### config.mk
export PLATFORM = sky130hd
export DESIGN_NAME = stream_substring_replace
export DESIGN_NICKNAME = d
export VERILOG_FILES = /design/src/ssr_pkg.sv /design/src/ssr_win_cell.sv /design/src/ssr_out_cell.sv /design/src/stream_substring_replace.sv
export SDC_FILE = /design/constraint.sdc
export NUM_CORES = 1
export LEC_CHECK = 0
export ABC_AREA = 1
export BUFFER_PORTS_ARGS = -buffer_cell sky130_fd_sc_hd__buf_4
export CAP_MARGIN = 0
export CORE_MARGIN = 4
export CORE_UTILIZATION = 60
export CTS_BUF_LIST = sky130_fd_sc_hd__clkbuf_8
export CTS_CLUSTER_DIAMETER = 100
export CTS_CLUSTER_SIZE = 28
export DETAILED_ROUTE_END_ITERATION = 10
export PLACE_DENSITY = 0.82
export SLEW_MARGIN = 20
export SYNTH_ARGS = -nofsm -noshare
export SYNTH_HDL_FRONTEND = slang
export SYNTH_SLANG_ARGS = --single-unit
### constraint.sdc
create_clock -name clk -period 7.45 [get_ports clk]
set_clock_uncertainty 0.1 [all_clocks]
set_input_delay 0.745 -clock clk [delete_from_list [all_inputs] [get_ports clk]]
set_output_delay 0.745 -clock clk [all_outputs]
set_load 0.01 [all_outputs]
### src/ssr_pkg.sv
`default_nettype none

package ssr_pkg;

    localparam int PATTERN_MAX     = 8;
    localparam int REPLACEMENT_MAX = 8;
    // most results one text byte can cause
    localparam int MAX_RES         = (PATTERN_MAX > REPLACEMENT_MAX) ? PATTERN_MAX
                                                                      : REPLACEMENT_MAX;
    // one spare slot lets a new byte in while a result still waits
    localparam int QDEPTH          = MAX_RES + 1;

    localparam int CNT_W     = $clog2(MAX_RES + 1);
    localparam int QCNT_W    = $clog2(QDEPTH + 1);
    localparam int LEN_W     = 4;
    localparam int CFG_W     = 64;
    localparam int REG_NUM   = 4;
    localparam int REG_IDX_W = $clog2(REG_NUM);
    localparam int ADDR_W    = REG_IDX_W + 3;

    typedef logic [7:0] byte_t;

    typedef enum logic [REG_IDX_W-1:0] {
        REG_PATTERN_LEN   = 2'd0,
        REG_PATTERN_BYTES = 2'd1,
        REG_REPL_LEN      = 2'd2,
        REG_REPL_BYTES    = 2'd3
    } reg_idx_t;

    typedef struct packed {
        byte_t data;
        logic  has;
        logic  last;
    } res_t;

    typedef struct packed {
        logic write;
        logic insert;
        logic shift;
    } win_ctl_t;

    typedef struct packed {
        logic load;
        logic shift;
    } out_ctl_t;

    // zero means one, anything above the window size saturates
    function automatic logic [CNT_W-1:0] eff_plen(input logic [LEN_W-1:0] v);
        logic [CNT_W-1:0] n;
        if (v == '0)
            n = CNT_W'(1);
        else if (int'(v) > PATTERN_MAX)
            n = CNT_W'(PATTERN_MAX);
        else
            n = CNT_W'(v);
        return n;
    endfunction

    function automatic logic [CNT_W-1:0] eff_rlen(input logic [LEN_W-1:0] v);
        logic [CNT_W-1:0] n;
        if (int'(v) > REPLACEMENT_MAX)
            n = CNT_W'(REPLACEMENT_MAX);
        else
            n = CNT_W'(v);
        return n;
    endfunction

endpackage

`default_nettype wire

### src/ssr_win_cell.sv
`default_nettype none

module ssr_win_cell (
    input  wire logic              clk,
    input  wire ssr_pkg::win_ctl_t ctl,
    input  wire ssr_pkg::byte_t    in_byte,
    input  wire ssr_pkg::byte_t    neigh,
    input  wire ssr_pkg::byte_t    pat_byte,
    output ssr_pkg::byte_t         wnew,
    output logic                   eq
);
    import ssr_pkg::*;

    byte_t data_reg;
    byte_t data_next;

    // window byte with the incoming text byte placed in this slot
    assign wnew = ctl.insert ? in_byte : data_reg;
    assign eq   = (wnew == pat_byte);

    assign data_next = ctl.shift ? neigh : wnew;

    always_ff @(posedge clk)
    begin
        if (ctl.write)
        begin
            data_reg <= data_next;
        end
    end

endmodule

`default_nettype wire

### src/ssr_out_cell.sv
`default_nettype none

module ssr_out_cell (
    input  wire logic              clk,
    input  wire ssr_pkg::out_ctl_t ctl,
    input  wire ssr_pkg::res_t     load_val,
    input  wire ssr_pkg::res_t     neigh,
    output ssr_pkg::res_t          q
);
    import ssr_pkg::*;

    res_t q_reg;
    res_t q_next;

    always_comb
    begin
        priority if (ctl.load)
            q_next = load_val;
        else if (ctl.shift)
            q_next = neigh;
        else
            q_next = q_reg;
    end

    always_ff @(posedge clk)
    begin
        q_reg <= q_next;
    end

    assign q = q_reg;

endmodule

`default_nettype wire

### src/stream_substring_replace.sv
// the results of a byte are registered into the output queue as the byte is taken
// throughput: one text byte per cycle with m_tready high and each yields at most one
//   result; a byte with n results holds s_tready low until the queue drains to one
// the output queue of cells shifts one result per cycle, which bounds the output rate
// reset: rst_n is asynchronous, active low; clears window and queue counts and loads
//   pattern_length 1, other registers 0; no clearing pass, ready right after reset
`default_nettype none

module stream_substring_replace (
    input  wire logic                        clk,
    input  wire logic                        rst_n,
    // configuration port
    input  wire logic                        psel,
    input  wire logic                        penable,
    input  wire logic                        pwrite,
    input  wire logic [ssr_pkg::ADDR_W-1:0]  paddr,
    input  wire logic [ssr_pkg::CFG_W-1:0]   pwdata,
    output logic      [ssr_pkg::CFG_W-1:0]   prdata,
    output logic                             pready,
    // text in
    input  wire logic                        s_tvalid,
    output logic                             s_tready,
    input  wire logic [7:0]                  s_tdata,   // text_byte
    input  wire logic                        s_tlast,   // text_last
    // edited text out
    output logic                             m_tvalid,
    input  wire logic                        m_tready,
    output logic      [7:0]                  m_tdata,   // out_byte
    output logic                             m_tuser,   // out_has_byte
    output logic                             m_tlast    // out_last
);
    import ssr_pkg::*;

    // ---------------------------------------------------------------
    // configuration registers
    // ---------------------------------------------------------------
    logic [LEN_W-1:0] plen_reg, plen_next;
    logic [CFG_W-1:0] pat_reg, pat_next;
    logic [LEN_W-1:0] rlen_reg, rlen_next;
    logic [CFG_W-1:0] rep_reg, rep_next;

    logic     cfg_wr;
    reg_idx_t cfg_idx;

    assign pready  = 1'b1;
    assign cfg_wr  = psel & penable & pwrite;
    assign cfg_idx = reg_idx_t'(paddr[ADDR_W-1 -: REG_IDX_W]);

    always_comb
    begin
        plen_next = plen_reg;
        pat_next  = pat_reg;
        rlen_next = rlen_reg;
        rep_next  = rep_reg;
        if (cfg_wr)
        begin
            unique case (cfg_idx)
                REG_PATTERN_LEN:   plen_next = pwdata[LEN_W-1:0];
                REG_PATTERN_BYTES: pat_next  = pwdata;
                REG_REPL_LEN:      rlen_next = pwdata[LEN_W-1:0];
                REG_REPL_BYTES:    rep_next  = pwdata;
                default:           ;
            endcase
        end
    end

    // register readback
    always_comb
    begin
        unique case (cfg_idx)
            REG_PATTERN_LEN:   prdata = CFG_W'(plen_reg);
            REG_PATTERN_BYTES: prdata = pat_reg;
            REG_REPL_LEN:      prdata = CFG_W'(rlen_reg);
            REG_REPL_BYTES:    prdata = rep_reg;
            default:           prdata = '0;
        endcase
    end

    // ---------------------------------------------------------------
    // lookahead window: a row of byte cells, oldest byte in cell 0
    // ---------------------------------------------------------------
    logic [CNT_W-1:0]  plen, rlen;
    logic [CNT_W-1:0]  wcnt_reg, wcnt_next;
    logic [CNT_W-1:0]  cnt_in, cnt_inc;
    logic              accept, full, match, shift;
    byte_t             wnew [PATTERN_MAX];
    logic [PATTERN_MAX-1:0] eq, eq_masked;

    assign plen    = eff_plen(plen_reg);
    assign rlen    = eff_rlen(rlen_reg);
    assign accept  = s_tvalid & s_tready;

    // a window already at pattern size (never after a length write) restarts empty
    assign cnt_in  = (wcnt_reg >= plen) ? '0 : wcnt_reg;
    assign cnt_inc = cnt_in + CNT_W'(1);
    assign full    = (cnt_inc == plen);
    assign match   = full & (&eq_masked);
    // mismatch on a full window drops the oldest byte, unless the string ends here
    assign shift   = full & ~match & ~s_tlast;

    for (genvar i = 0; i < PATTERN_MAX; i++)
    begin : g_win
        win_ctl_t wctl;

        assign wctl.write  = accept;
        assign wctl.insert = (cnt_in == CNT_W'(i));
        assign wctl.shift  = shift;
        // slots beyond the pattern length always compare true
        assign eq_masked[i] = eq[i] | (CNT_W'(i) >= plen);

        ssr_win_cell u_cell (
            .clk      (clk),
            .ctl      (wctl),
            .in_byte  (s_tdata),
            .neigh    ((i < PATTERN_MAX - 1) ? wnew[(i + 1) % PATTERN_MAX] : wnew[i]),
            .pat_byte (pat_reg[8*i +: 8]),
            .wnew     (wnew[i]),
            .eq       (eq[i])
        );
    end

    always_comb
    begin
        wcnt_next = wcnt_reg;
        if (cfg_wr && cfg_idx == REG_PATTERN_LEN)
            wcnt_next = '0;   // held bytes are dropped when the length changes
        else if (accept)
        begin
            priority if (s_tlast || match)
                wcnt_next = '0;
            else if (full)
                wcnt_next = cnt_in;   // one byte left, the rest stays
            else
                wcnt_next = cnt_inc;
        end
    end

    // ---------------------------------------------------------------
    // results caused by the byte at the input
    // ---------------------------------------------------------------
    logic [CNT_W-1:0] n_raw, n_eff;
    logic             marker;
    res_t             res [MAX_RES];

    always_comb
    begin
        priority if (match)
            n_raw = rlen;
        else if (s_tlast)
            n_raw = cnt_inc;     // flush the whole window
        else if (full)
            n_raw = CNT_W'(1);   // oldest byte only
        else
            n_raw = '0;
    end

    // a match deleted at the end of the string leaves only an empty end marker
    assign marker = s_tlast & (n_raw == '0);
    assign n_eff  = marker ? CNT_W'(1) : n_raw;

    for (genvar j = 0; j < MAX_RES; j++)
    begin : g_res
        byte_t rep_b, win_b;

        if (j < REPLACEMENT_MAX)
        begin : g_rep
            assign rep_b = rep_reg[8*j +: 8];
        end
        else
        begin : g_norep
            assign rep_b = '0;
        end

        if (j < PATTERN_MAX)
        begin : g_wb
            assign win_b = wnew[j % PATTERN_MAX];
        end
        else
        begin : g_nowb
            assign win_b = '0;
        end

        assign res[j].data = marker ? '0 : (match ? rep_b : win_b);
        assign res[j].has  = ~marker;
        assign res[j].last = s_tlast & (CNT_W'(j) == n_eff - CNT_W'(1));
    end

    // ---------------------------------------------------------------
    // output queue: a row of result cells, head in cell 0
    // ---------------------------------------------------------------
    logic [QCNT_W-1:0] qcnt_reg, qcnt_next;
    logic              pop, base_one;
    res_t              q [QDEPTH];

    assign m_tvalid = (qcnt_reg != '0);
    assign s_tready = (qcnt_reg <= QCNT_W'(1));
    assign pop      = m_tvalid & m_tready;
    // new results land behind a head that is not taken this cycle
    assign base_one = (qcnt_reg == QCNT_W'(1)) & ~pop;

    assign qcnt_next = qcnt_reg - QCNT_W'(pop) + (accept ? QCNT_W'(n_eff) : '0);

    for (genvar i = 0; i < QDEPTH; i++)
    begin : g_q
        out_ctl_t octl;
        res_t     lo_val, hi_val;
        logic     lo_ok, hi_ok;

        if (i < MAX_RES)
        begin : g_lo
            assign lo_val = res[i % MAX_RES];
            assign lo_ok  = (CNT_W'(i) < n_eff);
        end
        else
        begin : g_nolo
            assign lo_val = '0;
            assign lo_ok  = 1'b0;
        end

        if (i > 0)
        begin : g_hi
            assign hi_val = res[(i + MAX_RES - 1) % MAX_RES];
            assign hi_ok  = (CNT_W'(i - 1) < n_eff);
        end
        else
        begin : g_nohi
            assign hi_val = '0;
            assign hi_ok  = 1'b0;
        end

        assign octl.load  = accept & (base_one ? hi_ok : lo_ok);
        assign octl.shift = pop;

        ssr_out_cell u_cell (
            .clk      (clk),
            .ctl      (octl),
            .load_val (base_one ? hi_val : lo_val),
            .neigh    ((i < QDEPTH - 1) ? q[(i + 1) % QDEPTH] : '0),
            .q        (q[i])
        );
    end

    assign m_tdata = q[0].data;
    assign m_tuser = q[0].has;
    assign m_tlast = q[0].last;

    // ---------------------------------------------------------------
    // control state
    // ---------------------------------------------------------------
    always_ff @(posedge clk or negedge rst_n)
    begin
        if (!rst_n)
        begin
            plen_reg <= LEN_W'(1);
            pat_reg  <= '0;
            rlen_reg <= '0;
            rep_reg  <= '0;
            wcnt_reg <= '0;
            qcnt_reg <= '0;
        end
        else
        begin
            plen_reg <= plen_next;
            pat_reg  <= pat_next;
            rlen_reg <= rlen_next;
            rep_reg  <= rep_next;
            wcnt_reg <= wcnt_next;
            qcnt_reg <= qcnt_next;
        end
    end

endmodule

`default_nettype wire

==> summary.txt, run 1 <==
Timing
  • Setup-failing EPs final: 0
  • Setup ws final: 0.769 ns
  • Setup TNS: 0 ns
  • Final hold viol count: 0
  • Period utilization: 0.897
  • Max-slew violation count: 0
  • Period minus WS final: 6.68 ns
  • Fmax: about 150 MHz
  • Slew @ Worst Pin: 0.996 ns
  • RSZ-0062 raised after global routing: false
  • Worst slew margin: 0.329

Placed design
  • GPL Wtd Cong: 0.969
  • IO Port Bufs: 157
  • DP Worst Slack: a little under 0.9 ns
  • Placed instance count: 2,786
  • Final HPWL DP: ~38 mm

Yosys
  • Post-synth net total: 2,444
  • Commonest cells post-synth: 847 x nand2_1, 324 x o21ai_0, 297 x inv_1, 154 x edfxtp_1, 153 x nand3_1
  • Post-synth ARST share: 0.483
  • Post-synth EDFFs: 154
  • Post-synth top area cell: edfxtp_1
  • Register area share after synthesis: 0.472
  • Ys flop type: edfxtp_1
  • Warnings from Yosys: 0
  • Count leader, synth: nand2_1
  • Largest cells by area after synthesis: edfxtp_1 27%, dfrtp_1 21%, nand2_1 18%
  • Mapped Cells: 2,344
  • Share of the synthesized area in the top cell type: 0.266
  • Post-synth cell types: 46
  • Syn avg cell area: roughly 7.4 µm²
  • Synthesized area: 0.0174 mm²
  • Seq cells post-synth: 298

Setup path
  • Cell mode on critical path: nand2_1
  • Critical path capture point type: register
  • Startpoint types: register
  • Crit-path slowest cell: dfstp_2
  • Max Fanout on Critical Path: 25
  • Max incr delay on CP: about 0.56 ns
  • Kind of critical path: reg -> reg
  • Buf+Inv Stages, Crit Path: 5
  • CP delay by family, top: simple AND/OR/NAND/NOR gates
  • WP data arrival: 7.05 ns
  • Crit path required time: 7.82 ns

Layout
  • Antenna cells: 0
  • FF/Latch Area: 0.00823 mm²
  • Max FFs per register: 90
  • Layout cells sized above 1: 0.113
  • Post-Layout Cell Count: 2,811
  • Multi-input gate area: 0.00749 mm²
  • Nets: 2,519
  • Layout area overhead: 9.02%
  • # fillers: 2,518

Routing
  • Detailed Routing Iterations Pass 1: 6
  • Detailed Route WL: 52.0 mm
  • Via Count: 15.9k
  • Antenna-violating nets left: 0
  • Via density per instance: 5.64
  • # DRC: 0
  • DR WL/cell: between 15 and 20 µm
  • Drt first-iter violations: 1,862

Global routing
  • Initial antenna violation count: 0
  • Grt ovf: 0
  • Tot GR Track Use: 0.325
  • Vias in the first global route: 14.6k
  • Largest net degree at the start of global routing: 80
  • First-pass GRT wire length: 79.9 mm

Pwr
  • Worst VDD drop: 0.000208 V
  • Power density over the cells: between 200 and 300 mW/mm²
  • Leakage power: 9.32 nW

Clock tree
  • CTS root buffer: clkbuf_8
  • CTS buffer count: 15
  • Count of clock tree sinks: 298
  • CTS clk-pin slew, worst paths: 0.17 ns
  • Postcts setup bufs: 0
  • CTS tree: built
  • Clock Latency Late Sink: 0.58 ns
  • Hold Buf Count CTS: 0
  • H-tree depth: 1
  • Post_cts resized: 0
  • Clock buffer depth: 3

Die
  • DIE AREA: approximately 0.032 mm²
  • Die H: 178 µm
  • Starting Density: 0.607
  • # rows: 62
  • Core area: 0.0287 mm²
  • Die width: 178 µm
  • # IOs: 162

Min path
  • HP Class: in -> async

Outcome
  • Status: complete, no violations

Flow run
  • Max-Cap Viols: 0
[cells in the final DEF (no fill, tap or decap), drive strengths merged, types with 5 or more instances in the layout]
cell type and n:
ha 14, o211ai 10, clkbuf 15, nor3 5, edfxtp 154, a21oi 9, buf 176, nand2 876
o21ai 355, or2 8, o22ai 61, inv 319, dfrtp 143, nor2 73, nand4 15, nand3 168
[report_power, final]
group	total [mW]	switching [mW]	internal, mW
Clock	0.736	0.531	0.205
Sequential	2.37	0.171	2.20
Combinational	2.57	1.77	0.796
[worst reg2reg max path: cells and delay by family, from the launching register on]
family / cells / cell delay [ns]
AOI/OAI and AO/OA: 1 / 0.38
buffers and inverters: 5 / 0.35
adders and majority gates: 5 / 1.65
DFF: 1 / 0.56
xor gates and xnor gates: 1 / 0.14
and+or+nand+nor: 22 / 3.40
[layer usage]
metal / global-route usage / routed length, µm / part of all wire
met1: 0.444 / 20900 / 0.40
met2: 0.521 / 23600 / 0.45
met5: 0 / 0 / 0
met3: 0.0318 / 4410 / 0.085
met4: 0.166 / 3150 / 0.060
[kinds of logic after synthesis]
group                    count (synthesis)  share of synthesized area
other                                    1                   0.000215
adder cells (fa/ha/maj)                 15                     0.0112
AND/OR/NAND/NOR                       1146                      0.277
AO/OA/AOI/OAI                          447                      0.137
buffers and inverters                  431                     0.0989
XOR/XNOR                                 6                    0.00302
flip-flops                             298                      0.472
[layout make-up]
cell class	count	share of cell area
multi-input cells	1615	0.395
clock buffers	15	0.0109
repair buffers	176	0.0704
clock inverters	10	0.00349
well taps	384	0.0253
inverters	313	0.0619
flip-flops and latches	298	0.433
[worst paths after layout]
kind	startpoint	endpoint	slack (ns)	cells after the start
max	plen_reg[0]$_DFFE_PN1P_	qcnt_reg[2]$_DFF_PN0_	0.77	34
min	rst_n	rep_reg[12]$_DFFE_PN0P_	0.07	1
max reg2reg	plen_reg[0]$_DFFE_PN1P_	qcnt_reg[2]$_DFF_PN0_	0.77	34
min reg2reg	g_q[6].u_cell.q[1]$_DFFE_PP_	g_q[5].u_cell.q[1]$_DFFE_PP_	0.42	1
max in group asynchronous	rst_n	pat_reg[44]$_DFFE_PN0P_	5.75	2
min in group clk	pwdata[58]	pat_reg[58]$_DFFE_PN0P_	0.26	3
[stage by stage]
step | utilization | power (mW) | area [µm²] | hold WS [ns]
after floorplan | - | 4.10 | 17400 | 0.349
after global placement | 0.652 | 4.85 | 18700 | 0.385
after detailed placement | 0.652 | 4.93 | 18700 | 0.384
after CTS | 0.662 | 5.65 | 19000 | 0.113
after global routing | 0.662 | 6.07 | 19000 | 0.127
final | 0.662 | 5.68 | 19000 | 0.0682
Power figures use the tool's default switching activity.
==> run 2: changes to the inputs <==
SETUP_SLACK_MARGIN = 0.05   (was not set)
SYNTH_HIERARCHICAL = 1   (was not set)
==> run 2 against run 1 <==
Net effect: core utilization increased by 0.80 points; die area increased by 1.2%; clock power shrank 2.7%; hold slack better by 0.025 ns; cell count is 1.1% higher; critical endpoint is now g_q[8].u_cell/q[3]$_DFFE_PP_; largest cell class unchanged.
==> summary.txt, run 2 <==
Placed design
  • GPL Wtd Cong: 0.954
  • IO Port Bufs: about 160
  • Final HPWL DP: 37.7 mm
  • DP Worst Slack: 1.21 ns

Timing
  • Period utilization: 0.862
  • Setup ws final: 1.03 ns
  • Setup TNS: 0 ns
  • Final hold viol count: 0
  • Period minus WS final: 6.42 ns
  • Worst slew margin: 0.246
  • Max-slew violation count: 0
  • RSZ-0062 raised after global routing: false
  • Setup-failing EPs final: 0
  • Slew @ Worst Pin: 1.13 ns
  • Fmax: between 150 and 200 MHz

Setup path
  • Kind of critical path: reg -> reg
  • Reg-to-reg slack, setup: 1.03 ns
  • Startpoint types: register
  • Max incr delay on CP: approximately 0.88 ns
  • FF-to-FF path depth: 36
  • Crit path required time: ~7.6 ns
  • WP data arrival: 6.54 ns
  • Crit-path slowest cell: nor2_1
  • Critical path capture point type: register
  • Cell mode on critical path: nand2_1
  • Worst flop-to-flop path startpoint: plen_reg[3]$_DFFE_PN0P_
  • Max Fanout on Critical Path: 12
  • R2R Path End: g_q[8].u_cell/q[3]$_DFFE_PP_

Die
  • Starting Density: 0.611
  • # IOs: 162
  • # rows: 62
  • Core area: 0.0289 mm²
  • DIE AREA: approximately 0.032 mm²
  • Die H: 179 µm
  • Die width: between 150 and 200 µm

Yosys
  • Post-synth cell types: 44
  • Register area share after synthesis: 0.466
  • Synthesized area: 0.0176 mm²
  • Post-synth ARST share: 0.483
  • Warnings from Yosys: 6
  • Mapped Cells: around 2.3k
  • Syn avg cell area: 7.56 µm²
  • Share of the synthesized area in the top cell type: 0.262
  • Commonest cells post-synth: 754 x nand2_1, 277 x inv_1, 213 x nor2_1, 154 x edfxtp_1, 143 x dfrtp_1
  • Post-synth top area cell: edfxtp_1
  • Seq cells post-synth: between 200 and 300
  • Ys flop type: edfxtp_1
  • Count leader, synth: nand2_1
  • Post-synth EDFFs: 154
  • Largest cells by area after synthesis: edfxtp_1 26%, dfrtp_1 20%, nand2_1 16%

Flow run
  • Max-Cap Viols: 0

Global routing
  • Vias in the first global route: 15.3k
  • Largest net degree at the start of global routing: 97
  • Grt ovf: 0
  • First-pass GRT wire length: 82.4 mm
  • Initial antenna violation count: 0
  • Tot GR Track Use: 0.313

Pwr
  • Leakage power: 9.39 nW
  • Worst VDD drop: 0.000169 V
  • Power density over the cells: about 290 mW/mm²

Routing
  • DR WL/cell: 18.2 µm
  • # DRC: 0
  • Detailed Route WL: 51.7 mm
  • Antenna-violating nets left: 0
  • Detailed Routing Iterations Pass 1: 6
  • Drt first-iter violations: 1,824
  • Via Count: 16.3k
  • Via density per instance: between 5 and 6

Clock tree
  • CTS buffer count: 14
  • CTS clk-pin slew, worst paths: 0.17 ns
  • Hold Buf Count CTS: 0
  • CTS tree: built
  • Count of clock tree sinks: 298
  • H-tree depth: 1
  • Clock buffer depth: 3
  • Post_cts resized: 0
  • Clock Latency Late Sink: 0.57 ns
  • CTS root buffer: clkbuf_8
  • Postcts setup bufs: 0

Layout
  • Layout area overhead: 9.50%
  • Most frequent cells in the layout: 751 x nand2_1, 281 x inv_1, 211 x nor2_1
  • Max FFs per register: 90
  • Nets: 2,551
  • Commonest non-fill, non-tap cell in the layout: nand2_1
  • Antenna cells: 0
  • Layout cells sized above 1: 0.144

Min path
  • HP Class: in -> async

Outcome
  • Status: complete, no violations
run 2: cell types whose count changed after synthesis, moves of 58 or more:
| cell | delta |
|---|---|
| o21ai_0 | -186 |
| nor2_1 | +148 |
| nand2_1 | -93 |
| a21oi_1 | +64 |
| nand2_2 | +64 |
| nand3_1 | -63 |
| a31oi_1 | +62 |
| o22ai_1 | +58 |
run 2: cell type report:
class,count,area [µm²]
Fill cell,2467,9540
Sequential cell,298,8230
Multi-Input combinational cell,1639,7710
Timing Repair Buffer,192,1490
Inverter,306,1150
Tap cell,384,480
Clock buffer,17,234
Clock inverter,6,23.8
run 2: metal layers:
metal  track usage  share of wire
met5             0              0
met4         0.131          0.050
met3        0.0477          0.095
met2         0.504           0.46
met1         0.426           0.40
run 2: cells by family (layout without fill, tap and decap cells):
kind of cell | after synthesis | count (layout) | synth area share
simple gates | 1195 | 1195 | 0.285
fa+ha+maj | 15 | 15 | 0.0111
buf+inv | 405 | 521 | 0.0999
flops | 298 | 298 | 0.466
xor+xnor | 5 | 5 | 0.00248
mux | 2 | 2 | 0.00128
compound gates | 411 | 411 | 0.133
other cells | 2 | 11 | 0.000426
run 2: how the worst max path moves through the flow:
stage               slack, ns                           end                     from
finish                   1.03  g_q[8].u_cell/q[3]$_DFFE_PP_  plen_reg[3]$_DFFE_PN0P_
global route             0.52         qcnt_reg[2]$_DFF_PN0_  plen_reg[3]$_DFFE_PN0P_
CTS                      1.16         qcnt_reg[2]$_DFF_PN0_  plen_reg[3]$_DFFE_PN0P_
detailed placement       1.21         qcnt_reg[2]$_DFF_PN0_  plen_reg[3]$_DFFE_PN0P_
global placement         1.31  g_q[8].u_cell/q[8]$_DFFE_PP_  plen_reg[3]$_DFFE_PN0P_
floorplan                2.26         qcnt_reg[2]$_DFF_PN0_  plen_reg[3]$_DFFE_PN0P_
run 2: stage by stage:
stage,std cells,cell area [µm²],utilization,power (mW),hold slack [ns]
after floorplan,2342,17700,-,4.09,0.349
after global placement,2818,19000,0.660,4.78,0.392
after detailed placement,2818,19000,0.660,4.87,0.398
after CTS,2841,19300,0.669,5.57,0.100
after global routing,2842,19300,0.669,5.97,0.141
final,2842,19300,0.669,5.59,0.0929
run 2: power by group:
part / switching [mW] / leakage, nW / total [mW] / internal (mW)
logic: 1.66 / 6.06 / 2.50 / 0.836
clock network: 0.505 / 0.149 / 0.716 / 0.211
registers: 0.181 / 3.18 / 2.38 / 2.20
total: 2.35 / 9.39 / 5.59 / 3.25
run 2: worst max-delay path: cells and delay by family (launching register included):
family | cells | cell delay (ns)
simple gates | 21 | 3.39
compound gates | 4 | 0.59
flops | 1 | 0.48
fa+ha+maj | 2 | 0.50
buf+inv | 9 | 1.00
==> run 3: changes to the inputs <==
CORE_UTILIZATION = 62   (was 60)
PLACE_DENSITY = 0.85   (was 0.82)
==> run 3 against run 2 <==
Net effect: core utilization rose by 2.1 points; combinational power barely moved; routed wire length rose by 1.1%; critical path type unchanged.
==> summary.txt, run 3 (same netlist as run 2, synthesis figures left out) <==
Die
  • # IOs: 162
  • Core area: ~0.028 mm²
  • # rows: 61
  • DIE AREA: 0.0312 mm²
  • Die H: around 180 µm
  • Starting Density: 0.632
  • Die width: 177 µm

Placed design
  • GPL Wtd Cong: approximately 0.97
  • IO Port Bufs: 157
  • Final HPWL DP: between 30 and 40 mm
  • DP Worst Slack: 1.16 ns

Routing
  • Detailed Route WL: 52.2 mm
  • # DRC: 0
  • Via density per instance: 5.85
  • DR WL/cell: 18.4 µm
  • Drt first-iter violations: 2,030
  • Antenna-violating nets left: 0
  • Via Count: around 17k
  • Detailed Routing Iterations Pass 1: 8

Setup path
  • WP data arrival: 6.87 ns
  • Max incr delay on CP: 0.51 ns
  • Kind of critical path: reg -> reg
  • Crit path required time: 7.81 ns
  • Cell mode on critical path: nand2_1
  • Critical path capture point type: register
  • Max Fanout on Critical Path: 10
  • Startpoint types: register
  • Reg-to-reg slack, setup: 0.94 ns
  • Crit-path slowest cell: dfrtp_1

Layout
  • FF/Latch Area: roughly 0.0082 mm²
  • Most frequent cells in the layout: 751 x nand2_1, 282 x inv_1, 211 x nor2_1
  • # fillers: around 2.3k
  • Layout cells sized above 1: 0.142
  • Core Util, Final: 0.691
  • Commonest non-fill, non-tap cell in the layout: nand2_1
  • Layout area overhead: 9.36%
  • Antenna cells: 0
  • Max FFs per register: 90
  • Multi-input gate area: between 0.007 and 0.008 mm²
  • Nets: 2,547

Min path
  • HP Class: in -> async

Timing
  • Max-slew violation count: 0
  • Final hold viol count: 0
  • Setup TNS: 0 ns
  • RSZ-0062 raised after global routing: false
  • Setup ws final: 0.940 ns
  • Min Hold Slack: 0.0599 ns
  • Fmax: 154 MHz
  • Setup-failing EPs final: 0
  • Worst slew margin: 0.253
  • Period minus WS final: 6.51 ns
  • Slew @ Worst Pin: 1.12 ns
  • Period utilization: 0.874

Global routing
  • Largest net degree at the start of global routing: approximately 130
  • Tot GR Track Use: 0.325
  • Vias in the first global route: 15.3k
  • First-pass GRT wire length: 80.9 mm
  • Initial antenna violation count: 0
  • Grt ovf: 0

Pwr
  • Total Power: 5.61 mW
  • Worst VDD drop: between 0.00015 and 0.0002 V
  • Leakage power: between 9 and 10 nW
  • Power density over the cells: 291 mW/mm²

Clock tree
  • CTS clk-pin slew, worst paths: about 0.17 ns
  • Clock Latency Late Sink: approximately 0.57 ns
  • Clock buffer depth: 3
  • H-tree depth: 1
  • Post_cts resized: 0
  • CTS root buffer: clkbuf_8
  • Postcts setup bufs: 0
  • Hold Buf Count CTS: 0
  • CTS tree: built
  • Count of clock tree sinks: 298
  • CTS buffer count: 14

Outcome
  • Status: complete, no violations

Flow run
  • Max-Cap Viols: 0
[run 3: cell count changes in the layout (fill, tap and decap cells not counted)]
cell       before  now
buf_16          1    0
buf_6           1    2
buf_12          2    3
clkinv_1        2    1
bufinv_16       0    1
inv_1         281  282
clkbuf_8       17   16
buf_4         188  183
[run 3: final cells by class]
type,instances,area share
sequential,298,0.426
multi-input combinational,1639,0.400
timing repair buffer,188,0.0755
inverter,306,0.0595
tap,378,0.0245
clock buffer,16,0.0114
clock inverter,7,0.00279
[run 3: per-stage QoR]
stage / area [µm²] / std cells
after detailed placement: 19000 / 2809
after global routing: 19300 / 2832
after floorplan: 17700 / 2342
after CTS: 19300 / 2832
after global placement: 19000 / 2809
final: 19300 / 2832
[run 3: layer usage]
layer / GRT usage / wire length (µm) / up-vias
met4: 0.146 / 2780 / 0
li1: - / - / 7796
met1: 0.435 / 19900 / 7632
met5: 0 / 0 / -
met3: 0.0417 / 5360 / 155
met2: 0.536 / 24200 / 980
[run 3: report_power, final]
| part | leakage (nW) | switching, mW | internal (mW) |
|---|---|---|---|
| Sequential | 3.18 | 0.190 | 2.20 |
| Clock | 0.160 | 0.499 | 0.236 |
| Combinational | 6.05 | 1.66 | 0.832 |
| Total | 9.38 | 2.35 | 3.27 |
[run 3: worst max-delay path, delay by kind of cell, from the launching register on]
family,cells,cell delay [ns]
buf+inv,9,0.91
simple gates,21,2.49
compound gates,5,0.99
fa+ha+maj,5,1.40
flops,1,0.51
[run 3: path summary, 6_finish.rpt]
kind | cells past startpoint | to | from
setup / recovery | 40 | qcnt_reg[1]$_DFF_PN0_ | plen_reg[3]$_DFFE_PN0P_
hold / removal | 1 | rep_reg[0]$_DFFE_PN0P_ | rst_n
setup reg to reg | 40 | qcnt_reg[1]$_DFF_PN0_ | plen_reg[3]$_DFFE_PN0P_
hold reg to reg | 2 | g_q[0].u_cell/q[6]$_DFFE_PP_ | g_q[1].u_cell/q[6]$_DFFE_PP_
max in group asynchronous | 2 | pat_reg[36]$_DFFE_PN0P_ | rst_n
min in group clk | 3 | rep_reg[39]$_DFFE_PN0P_ | pwdata[39]
